<file path="src/sv/sha256_pkg.sv">
// sha256_pkg: shared constants, types and functions of the sha-256 hasher
// no dependencies
package sha256_pkg;

    localparam int BLOCK_WORDS = 16;
    localparam int ROUNDS      = 64;

    typedef logic [31:0] word_t;

    localparam logic [7:0] PAD_BYTE = 8'h80;
    localparam logic [5:0] LEN_START = 6'd56;

    localparam logic ACT_ABSORB = 1'b0;
    localparam logic ACT_FINISH = 1'b1;

    typedef struct packed {
        logic  start;
        word_t w;
        logic  [5:0] round;
    } round_ctl_t;

    function automatic word_t rotr(input word_t x, input int n);
        rotr = (x >> n) | (x << (32 - n));
    endfunction

    function automatic word_t initial_hash(input logic [2:0] i);
        case (i)
            3'd0: initial_hash = 32'h6a09e667;
            3'd1: initial_hash = 32'hbb67ae85;
            3'd2: initial_hash = 32'h3c6ef372;
            3'd3: initial_hash = 32'ha54ff53a;
            3'd4: initial_hash = 32'h510e527f;
            3'd5: initial_hash = 32'h9b05688c;
            3'd6: initial_hash = 32'h1f83d9ab;
            default: initial_hash = 32'h5be0cd19;
        endcase
    endfunction

    function automatic word_t round_k(input logic [5:0] i);
        case (i)
            6'd0: round_k = 32'h428a2f98;   6'd1: round_k = 32'h71374491;
            6'd2: round_k = 32'hb5c0fbcf;   6'd3: round_k = 32'he9b5dba5;
            6'd4: round_k = 32'h3956c25b;   6'd5: round_k = 32'h59f111f1;
            6'd6: round_k = 32'h923f82a4;   6'd7: round_k = 32'hab1c5ed5;
            6'd8: round_k = 32'hd807aa98;   6'd9: round_k = 32'h12835b01;
            6'd10: round_k = 32'h243185be;  6'd11: round_k = 32'h550c7dc3;
            6'd12: round_k = 32'h72be5d74;  6'd13: round_k = 32'h80deb1fe;
            6'd14: round_k = 32'h9bdc06a7;  6'd15: round_k = 32'hc19bf174;
            6'd16: round_k = 32'he49b69c1;  6'd17: round_k = 32'hefbe4786;
            6'd18: round_k = 32'h0fc19dc6;  6'd19: round_k = 32'h240ca1cc;
            6'd20: round_k = 32'h2de92c6f;  6'd21: round_k = 32'h4a7484aa;
            6'd22: round_k = 32'h5cb0a9dc;  6'd23: round_k = 32'h76f988da;
            6'd24: round_k = 32'h983e5152;  6'd25: round_k = 32'ha831c66d;
            6'd26: round_k = 32'hb00327c8;  6'd27: round_k = 32'hbf597fc7;
            6'd28: round_k = 32'hc6e00bf3;  6'd29: round_k = 32'hd5a79147;
            6'd30: round_k = 32'h06ca6351;  6'd31: round_k = 32'h14292967;
            6'd32: round_k = 32'h27b70a85;  6'd33: round_k = 32'h2e1b2138;
            6'd34: round_k = 32'h4d2c6dfc;  6'd35: round_k = 32'h53380d13;
            6'd36: round_k = 32'h650a7354;  6'd37: round_k = 32'h766a0abb;
            6'd38: round_k = 32'h81c2c92e;  6'd39: round_k = 32'h92722c85;
            6'd40: round_k = 32'ha2bfe8a1;  6'd41: round_k = 32'ha81a664b;
            6'd42: round_k = 32'hc24b8b70;  6'd43: round_k = 32'hc76c51a3;
            6'd44: round_k = 32'hd192e819;  6'd45: round_k = 32'hd6990624;
            6'd46: round_k = 32'hf40e3585;  6'd47: round_k = 32'h106aa070;
            6'd48: round_k = 32'h19a4c116;  6'd49: round_k = 32'h1e376c08;
            6'd50: round_k = 32'h2748774c;  6'd51: round_k = 32'h34b0bcb5;
            6'd52: round_k = 32'h391c0cb3;  6'd53: round_k = 32'h4ed8aa4a;
            6'd54: round_k = 32'h5b9cca4f;  6'd55: round_k = 32'h682e6ff3;
            6'd56: round_k = 32'h748f82ee;  6'd57: round_k = 32'h78a5636f;
            6'd58: round_k = 32'h84c87814;  6'd59: round_k = 32'h8cc70208;
            6'd60: round_k = 32'h90befffa;  6'd61: round_k = 32'ha4506ceb;
            6'd62: round_k = 32'hbef9a3f7;  default: round_k = 32'hc67178f2;
        endcase
    endfunction

endpackage

</file>
<file path="src/sv/sha256_round.sv">
// sha256_round: working variables a..h, one compression round per cycle
// depends on sha256_pkg
module sha256_round (
    input  logic                    aclk,
    input  sha256_pkg::round_ctl_t  ctl,
    input  sha256_pkg::word_t       chain_in [8],
    output sha256_pkg::word_t       vars_out [8]
);
    import sha256_pkg::*;

    word_t v_reg [8];
    word_t t1;
    word_t t2;

    assign t1 = v_reg[7] + (rotr(v_reg[4], 6) ^ rotr(v_reg[4], 11) ^ rotr(v_reg[4], 25))
              + ((v_reg[4] & v_reg[5]) ^ (~v_reg[4] & v_reg[6]))
              + round_k(ctl.round) + ctl.w;
    assign t2 = (rotr(v_reg[0], 2) ^ rotr(v_reg[0], 13) ^ rotr(v_reg[0], 22))
              + ((v_reg[0] & v_reg[1]) ^ (v_reg[0] & v_reg[2]) ^ (v_reg[1] & v_reg[2]));

    always_ff @(posedge aclk) begin
        if (ctl.start) begin
            for (int i = 0; i < 8; i++) v_reg[i] <= chain_in[i];
        end else begin
            v_reg[7] <= v_reg[6];
            v_reg[6] <= v_reg[5];
            v_reg[5] <= v_reg[4];
            v_reg[4] <= v_reg[3] + t1;
            v_reg[3] <= v_reg[2];
            v_reg[2] <= v_reg[1];
            v_reg[1] <= v_reg[0];
            v_reg[0] <= t1 + t2;
        end
    end

    assign vars_out = v_reg;

endmodule

</file>
<file path="src/sv/sha256_message_hasher.sv">
// sha256_message_hasher: byte-fed sha-256 hasher, top level
// depends on sha256_pkg and sha256_round
//
// usage:
//   s_axis carries one transaction per message byte; tuser = action
//   (0 absorb tdata byte, 1 finish). m_axis returns the digest as eight
//   32-bit words, first digest byte in tdata[31:24], word index in tuser,
//   tlast on the eighth word.
//   an absorb is taken while idle; the 64th byte of a block then holds the input
//   off through the 64 rounds and the chain update, so no byte of the next block
//   is taken until the block is compressed. the shared round unit sets the rate.
//   a finish with n pending bytes shifts in 64-n pad bytes, one per cycle,
//   then runs 64 rounds and 1 update; for n > 55 a full 64-byte pad block
//   follows the same way. the first digest word is valid after the update of
//   the last block, then the eight words go out one per accepted output
//   transaction.
//   s_axis_tready is low while padding, compressing or while digest words wait.
//   a stalled receiver holds the current word; nothing is dropped.
//   reset (aresetn low, synchronous) restores the initial hash, clears
//   the bit count and fill count; the block buffer keeps stale contents.
module sha256_message_hasher (
    input  logic        aclk,
    input  logic        aresetn,
    input  logic        s_axis_tvalid,
    output logic        s_axis_tready,
    input  logic [7:0]  s_axis_tdata,   // data_byte
    input  logic        s_axis_tuser,   // action
    output logic        m_axis_tvalid,
    input  logic        m_axis_tready,
    output logic [31:0] m_axis_tdata,   // digest_word
    output logic [2:0]  m_axis_tuser,   // word_index
    output logic        m_axis_tlast    // last_word
);
    import sha256_pkg::*;

    typedef enum logic [4:0] {
        ST_IDLE  = 5'b00001,
        ST_PAD   = 5'b00010,
        ST_ROUND = 5'b00100,
        ST_UPD   = 5'b01000,
        ST_OUT   = 5'b10000
    } state_t;

    localparam logic [5:0] LAST_ROUND = 6'(ROUNDS - 1);

    state_t      state_reg, state_next;
    word_t       chain_reg [8];
    logic [63:0] bit_count_reg;
    logic [6:0]  fill_reg;
    word_t       w_reg [16];
    logic [5:0]  round_reg;
    logic        final_reg;     // compression ends the message
    logic        second_reg;    // another padded block follows
    logic [2:0]  out_idx_reg;
    logic [5:0]  pad_idx_reg;
    logic [63:0] len_reg;

    round_ctl_t  ctl;
    word_t       vars [8];
    word_t       w_new;
    word_t       w_cur;
    logic        s_fire;
    logic        m_fire;
    logic [7:0]  pad_byte;
    logic        shift_en;
    logic [7:0]  shift_byte;

    assign s_axis_tready = (state_reg == ST_IDLE);
    assign s_fire = s_axis_tvalid && s_axis_tready;
    assign m_axis_tvalid = (state_reg == ST_OUT);
    assign m_fire = m_axis_tvalid && m_axis_tready;
    assign m_axis_tdata = chain_reg[out_idx_reg];
    assign m_axis_tuser = out_idx_reg;
    assign m_axis_tlast = (out_idx_reg == 3'd7);

    // message schedule in a 16-word sliding window
    assign w_cur = w_reg[0];
    assign w_new = w_reg[0] + w_reg[9]
                 + (rotr(w_reg[1], 7) ^ rotr(w_reg[1], 18) ^ (w_reg[1] >> 3))
                 + (rotr(w_reg[14], 17) ^ rotr(w_reg[14], 19) ^ (w_reg[14] >> 10));

    assign ctl = {(state_reg != ST_ROUND), w_cur, round_reg};

    sha256_round u_round (
        .aclk     (aclk),
        .ctl      (ctl),
        .chain_in (chain_reg),
        .vars_out (vars)
    );

    // padding byte at the pad sweep position
    always_comb begin
        if (!fill_reg[6] && pad_idx_reg == fill_reg[5:0]) pad_byte = PAD_BYTE;
        else if (pad_idx_reg >= LEN_START && final_reg)
            pad_byte = len_reg[{~pad_idx_reg[2:0], 3'b000} +: 8];
        else pad_byte = 8'h00;
    end

    always_comb begin
        state_next = state_reg;
        unique case (state_reg)
            ST_IDLE: begin
                if (s_fire) begin
                    if (s_axis_tuser == ACT_FINISH) state_next = ST_PAD;
                    else if (fill_reg == 7'd63) state_next = ST_ROUND;
                end
            end
            ST_PAD:   if (pad_idx_reg == 6'd63) state_next = ST_ROUND;
            ST_ROUND: if (round_reg == LAST_ROUND) state_next = ST_UPD;
            ST_UPD: begin
                if (second_reg) state_next = ST_PAD;
                else if (final_reg) state_next = ST_OUT;
                else state_next = ST_IDLE;
            end
            ST_OUT:   if (m_fire && out_idx_reg == 3'd7) state_next = ST_IDLE;
            default:  state_next = ST_IDLE;
        endcase
    end

    always_ff @(posedge aclk) begin
        if (!aresetn) begin
            state_reg <= ST_IDLE;
            for (int i = 0; i < 8; i++) chain_reg[i] <= initial_hash(3'(i));
            bit_count_reg <= '0;
            fill_reg <= '0;
            round_reg <= '0;
            final_reg <= 1'b0;
            second_reg <= 1'b0;
            out_idx_reg <= '0;
            pad_idx_reg <= '0;
        end else begin
            state_reg <= state_next;
            unique case (state_reg)
                ST_IDLE: begin
                    if (s_fire) begin
                        if (s_axis_tuser == ACT_FINISH) begin
                            len_reg <= bit_count_reg;
                            pad_idx_reg <= fill_reg[5:0];
                            // length fits behind the pad byte only if fill <= 55
                            final_reg <= (fill_reg[5:0] < LEN_START);
                            second_reg <= (fill_reg[5:0] >= LEN_START);
                        end else begin
                            bit_count_reg <= bit_count_reg + 64'd8;
                            fill_reg <= fill_reg + 7'd1;
                            final_reg <= 1'b0;
                            second_reg <= 1'b0;
                        end
                    end
                end
                ST_PAD: begin
                    pad_idx_reg <= pad_idx_reg + 6'd1;
                end
                ST_ROUND: begin
                    round_reg <= round_reg + 6'd1;
                end
                ST_UPD: begin
                    for (int i = 0; i < 8; i++) chain_reg[i] <= chain_reg[i] + vars[i];
                    pad_idx_reg <= '0;
                    round_reg <= '0;
                    out_idx_reg <= '0;
                    if (second_reg) begin
                        // pad byte already placed, length block follows
                        second_reg <= 1'b0;
                        final_reg <= 1'b1;
                        fill_reg <= 7'd64;
                    end else if (!final_reg) begin
                        fill_reg <= '0;
                    end
                end
                ST_OUT: begin
                    if (m_fire) begin
                        out_idx_reg <= out_idx_reg + 3'd1;
                        if (out_idx_reg == 3'd7) begin
                            for (int i = 0; i < 8; i++) chain_reg[i] <= initial_hash(3'(i));
                            bit_count_reg <= '0;
                            fill_reg <= '0;
                            final_reg <= 1'b0;
                        end
                    end
                end
                default: ;
            endcase
        end
    end

    // block bytes shift in big-endian, then the window slides one word per round
    assign shift_en = (s_fire && s_axis_tuser == ACT_ABSORB) || (state_reg == ST_PAD);
    assign shift_byte = (state_reg == ST_PAD) ? pad_byte : s_axis_tdata;

    always_ff @(posedge aclk) begin
        if (shift_en) begin
            for (int i = 0; i < BLOCK_WORDS - 1; i++)
                w_reg[i] <= {w_reg[i][23:0], w_reg[i + 1][31:24]};
            w_reg[BLOCK_WORDS - 1] <= {w_reg[BLOCK_WORDS - 1][23:0], shift_byte};
        end else if (state_reg == ST_ROUND) begin
            for (int i = 0; i < BLOCK_WORDS - 1; i++) w_reg[i] <= w_reg[i + 1];
            w_reg[BLOCK_WORDS - 1] <= w_new;
        end
    end

`ifndef NO_ASSERTIONS
    a_no_accept_busy: assert property (@(posedge aclk) disable iff (!aresetn)
        (state_reg == ST_ROUND) |-> !s_axis_tready)
        else $error("input taken during compression");
    a_rounds_end: assert property (@(posedge aclk) disable iff (!aresetn)
        (state_reg == ST_ROUND && round_reg == LAST_ROUND) |=> (state_reg == ST_UPD))
        else $error("compression did not end after 64 rounds");
    a_out_hold: assert property (@(posedge aclk) disable iff (!aresetn)
        (m_axis_tvalid && !m_axis_tready) |=> (m_axis_tvalid && $stable(out_idx_reg)))
        else $error("digest word moved while stalled");
`endif

endmodule
</file>
<file path="config.mk">
export PLATFORM = sky130hd
export DESIGN_NAME = sha256_message_hasher
export DESIGN_NICKNAME = d
export VERILOG_FILES = /design/src/sv/sha256_pkg.sv /design/src/sv/sha256_round.sv /design/src/sv/sha256_message_hasher.sv
export SDC_FILE = /design/constraint.sdc
export NUM_CORES = 2
export LEC_CHECK = 0
export BUFFER_PORTS_ARGS = -buffer_cell sky130_fd_sc_hd__clkbuf_2
export CORE_MARGIN = 2
export CORE_UTILIZATION = 40
export CTS_CLUSTER_DIAMETER = 80
export CTS_CLUSTER_SIZE = 30
export DETAILED_ROUTE_END_ITERATION = 6
export GPL_TIMING_DRIVEN = 0
export SLEW_MARGIN = 20
export SYNTH_ARGS = -nofsm -noshare
export SYNTH_HDL_FRONTEND = slang
export SYNTH_HIERARCHICAL = 1
export SYNTH_SLANG_ARGS = --single-unit
export TNS_END_PERCENT = 10
</file>
<file path="constraint.sdc">
create_clock -name aclk -period 25.9 [get_ports aclk]
set_input_delay 3.885 -clock aclk [delete_from_list [all_inputs] [get_ports aclk]]
set_output_delay 3.885 -clock aclk [all_outputs]
set_load 0.005 [all_outputs]
</file>
; After elaboration in Yosys (flattened, before gate mapping)
; Memory sizes are Yosys's and may differ from the RTL's. A register that Yosys moved wholly into a read port is not among the register bits.
; Cells that the tools add are included.
[op_classes]
order_cmp = 4
eq_ne = 22
bitwise_logic = 46
mux = 69
n_shift = 1
add_sub_neg = 23
reduce_logical = 23
[ops]
columns = cell, count
row1 = $mux W256, 3
row2 = $add A32 B32 Y32, 18
row3 = $mux W32, 18
row4 = $pmux W256 S2, 1
row5 = $xor A32 B32 Y32, 9
row6 = $mux W64, 4
row7 = $and A32 B32 Y32, 5
row8 = $pmux W64 S2, 1
row9 = $bmux W32 S3, 1
row10 = $add A64 B4 Y64 const B, 1
row11 = $shiftx A64 B7 Y8, 1
row12 = $mux W7, 6
row13 = $mux W5, 8
row14 = $not A32 Y32, 1
row15 = $or A10 B32 Y32, 1
row16 = $or A13 B32 Y32, 1
row17 = $or A14 B32 Y32, 1
row18 = $or A15 B32 Y32, 1
row19 = $or A19 B32 Y32, 1
row20 = $or A21 B32 Y32, 1
row21 = $or A25 B32 Y32, 1
row22 = $or A26 B32 Y32, 1
row23 = $or A30 B32 Y32, 1
row24 = $or A7 B32 Y32, 1
row25 = 47 further kinds, 101
[totals]
output_inout_bits = 38
word_cells = 215
inputBits = 13
romBits = 2048
n_memories = 2
ramBits = 512
register_bits = 669
[memory_table]
columns = memory, depth, width, read_ports, rd_ports_with_merged_regs, wr, line_no
row1 = (no name shown), 64, 32, 1, 1, 0, sha256_pkg.sv:40  ; case (i)
row2 = w_reg, 16, 32, 16, 0, 16, sha256_message_hasher.sv:50  ; word_t w_reg [16];

; Logic depth before layout (Yosys ltp)
[depth]
ltp_word = 9
depth_mapped = 39
depth_no_buf = 36

; Cells and area by module
; The synthesis kept the hierarchy.
[modules_own_cells]
columns = module, area_per_inst_um2, seq_area_each_um2, instances, cells_each
row1 = sha256_message_hasher, 54498.5, 24133.1, 1, 5945
row2 = sha256_round, 20846.2, 5124.9, 1, 2388

; Worst setup path before layout
; Ideal clock, no wire load.
[synth_path]
path_kind = input -> register
start = input port s_axis_tvalid
end = memory w_reg[0][0] in the netlist's numbering (enable)
required_ns = 22.268
path_buffers = 3
stages = 5
slack_ns = 9.190
setup_ns = 3.632
arrival_time_ns = 13.078
path_cell_list = clkbuf_1 > a31oi_1 > clkbuf_1 > clkbuf_1 > nand2_1
[synth_rtl]
columns = element, line_no
row1 = "start, declared", sha256_message_hasher.sv:24  ; input logic s_axis_tvalid,
row2 = "end, declared", sha256_message_hasher.sv:50

==> flow_metrics.py <==
metrics = {
    "synth": {
        "async_flop_share": 0,
        "syn_nets": 8939,
        "synth_edf_count": 573,
        "synthesis.instances": 8333,
        "synthFlopType": "dfxtp_1",
        "seq_area_frac_synth": 0.388,
        "syn_area_per_cell_um2": 9.04,
        "synth_cell_types": 102,
        "yosysWarnings": 6,
        "synth_seq_cells": 1175,
        "synth_area_um2": 75300,
    },
    "cells_and_area": {
        "mostFrequentLayoutCells": "nand2_1, dfxtp_1, edfxtp_1, inv_1, a21oi_1",
        "area_growth_pct": 8.90,
        "design_area_um2": 82000,
        "nets": 9081,
        "drive_gt1_frac": 0.0732,
        "largest_register_ff_count": 512,
        "fin_util": 0.438,
        "final_common_cell": "nand2_1",
    },
    "floorplan": {
        "ios": 51,
        "die_h_um": 438,
        "num_rows": 159,
        "start_util": 0.402,
        "die_w_um": 438,
        "die_area_um2": 192000,
        "core_area_um2": 187000,
    },
    "critical_path": {
        "worstReg2RegStart": "round_reg[2]$_SDFFE_PN0P_",
        "path_max_fanout": 17,
        "r2r-end": "u_round/vars_out[255]$_DFF_P_",
        "critPathLaunchType": "flop",
        "slowest_stage": "a21oi_1",
        "critPathMaxStageDelay_ns": 0.93,
        "worst-endpoint-arrival_ns": 11.88,
        "reg2regPathDepth": 36,
        "crit_path_frequent_cell": "inv_1",
        "critPathKind": "reg2reg",
        "ff2ff_setup_slack_ns": 14.65,
        "critPathCaptureType": "flop",
        "crit_required_ns": 26.53,
    },
    "drt": {
        "first_pass_iters": 6,
        "wire_per_inst_um": 25.1,
        "drt-initial-drc-count": 6549,
        "wl_um": 277000,
        "drc": 0,
        "vias": 62700,
        "detail-route-antenna-nets": 0,
        "avgViaCountPerCell": 5.68,
    },
    "cts": {
        "clock-sinks": 1175,
        "cts_made_buffers": 76,
        "clkLatencyLatePin_ns": 0.78,
        "cts_root_buf": "clkbuf_16",
        "cts_tree": "yes",
        "clk_pin_slew_ns": 0.10,
        "postCtsSetupRepairBufs": 0,
        "cts_max_level": 3,
        "ctsLongestPathBuffers": 3,
        "ctsResizeCount": 0,
        "holdBufCountCts": 0,
    },
    "grt": {
        "grt_max_degree": 60,
        "globalRouteTotalUtil": 0.282,
        "grt_pass1_vias": 60900,
        "gr-total-overflow": 0,
        "grt_pass1_wl_um": 402000,
        "antenna_found_initial": 17,
    },
    "worst_hold_path": {
        "hold_class": "reg2reg",
        "hold_path_depth": 0,
        "min_from": "bit_count_reg[38]$_SDFFE_PN0P_",
        "min_to": "len_reg[38]$_DFFE_PP_",
    },
    "timing": {
        "setup_violations": 0,
        "tightest_slew_ns": 1.26,
        "max_freq_ghz": 0.0889,
        "skew_ns": 0.0475,
        "period_share": 0.434,
        "slew_headroom": 0.160,
        "rsz0062_at_grt": "no",
        "hold_viol_final": 0,
        "report.final.slew_viol_count": 0,
        "period_needed_ns": 11.25,
        "fin_setup_tns_ns": 0,
    },
    "placement": {
        "placed_area_um2": 79100,
        "io_buffers": 48,
        "hpwlAfterDp_um": 217000,
        "gp_congestion": 1.02,
    },
    "run": {
        "cap_viol_max_count": 0,
    },
    "outcome": {
        "status": "complete, no violations",
    },
}
-- area by class of cell --
class                      count  area (um^2)
fill                       18500       105000
multi-input combinational   6142        42300
sequential                  1175        29300
tap                         2495         3120
inverter                     574         2150
clock buffer                  82         1980
buffer                       442         1690
clock inverter                58          893
timing repair buffer          64          629
antenna                        9         22.5
-- Yosys cell counts, drive strengths merged, types with 41 or more instances --
| cell type | count | share of area |
|---|---|---|
| a211oi | 47 | 0.0048 |
| a21o | 190 | 0.019 |
| a21oi | 443 | 0.030 |
| a22oi | 59 | 0.0059 |
| and3 | 46 | 0.0038 |
| clkbuf | 403 | 0.020 |
| dfxtp | 602 | 0.16 |
| edfxtp | 573 | 0.23 |
| fa | 195 | 0.052 |
| ha | 398 | 0.066 |
| inv | 570 | 0.028 |
| mux2 | 262 | 0.039 |
| mux4 | 84 | 0.025 |
| nand2 | 1933 | 0.096 |
| nand2b | 64 | 0.0053 |
| nand3 | 114 | 0.0077 |
| nand4 | 41 | 0.0034 |
| nor2 | 362 | 0.018 |
| nor2b | 98 | 0.0081 |
| nor3 | 72 | 0.0052 |
| o21a | 54 | 0.0054 |
| o21ai | 463 | 0.031 |
| o21bai | 48 | 0.0048 |
| o22ai | 83 | 0.0069 |
| xnor2 | 392 | 0.046 |
| xor2 | 240 | 0.028 |
-- metal layers --
layer	GRT usage	vias to the layer above	wire, um
met4	0.124	4	13700
li1	-	28900	-
met3	0.0369	555	19700
met1	0.368	30600	115000
met2	0.466	2625	129000
met5	0	-	26
-- worst max-delay path by stage --
stage                                   start                       endpoint  slack (ns)
detailed placement  round_reg[2]$_SDFFE_PN0P_  u_round/vars_out[255]$_DFF_P_       14.93
CTS                 round_reg[2]$_SDFFE_PN0P_  u_round/vars_out[255]$_DFF_P_       14.89
global placement                s_axis_tvalid         w_reg[6][19]$_DFFE_PP_        3.05
floorplan                       s_axis_tvalid          w_reg[0][0]$_DFFE_PP_        9.19
global route        round_reg[2]$_SDFFE_PN0P_  u_round/vars_out[255]$_DFF_P_       14.35
finish              round_reg[2]$_SDFFE_PN0P_  u_round/vars_out[255]$_DFF_P_       14.65
-- cell families (layout without fill, tap and decap cells) --
logic type / Yosys count / count (layout) / share of synthesized area
simple gates: 2869 / 2869 / 0.161
xor+xnor: 634 / 634 / 0.0741
buf+inv: 1016 / 1220 / 0.0506
mux: 365 / 365 / 0.0668
fa+ha+maj: 595 / 595 / 0.118
compound gates: 1679 / 1679 / 0.141
flops: 1175 / 1175 / 0.388
other cells: 0 / 9 / 0
-- through the flow --
step / std cells / setup WS (ns) / hold WS (ns)
2_1_floorplan: 8333 / 9.19 / 0.429
3_3_place_gp: 10900 / 3.05 / 0.445
3_5_place_dp: 10900 / 14.93 / 0.445
4_1_cts: 11000 / 14.89 / 0.457
5_1_grt: 11000 / 14.35 / 0.460
6_report: 11000 / 14.65 / 0.462
-- worst max-delay path: cells and delay by family, from the launching register on --
kind / cells / cell delay [ns]
xor gates and xnor gates: 2 / 0.69
DFF: 1 / 0.65
AOI/OAI and AO/OA: 15 / 3.86
buffers and inverters: 9 / 2.28
and+or+nand+nor: 4 / 1.00
adders and majority gates: 6 / 2.63
Power is not shown: default switching activity piles up to over one toggle a cycle in this logic, so the estimate is an artifact.
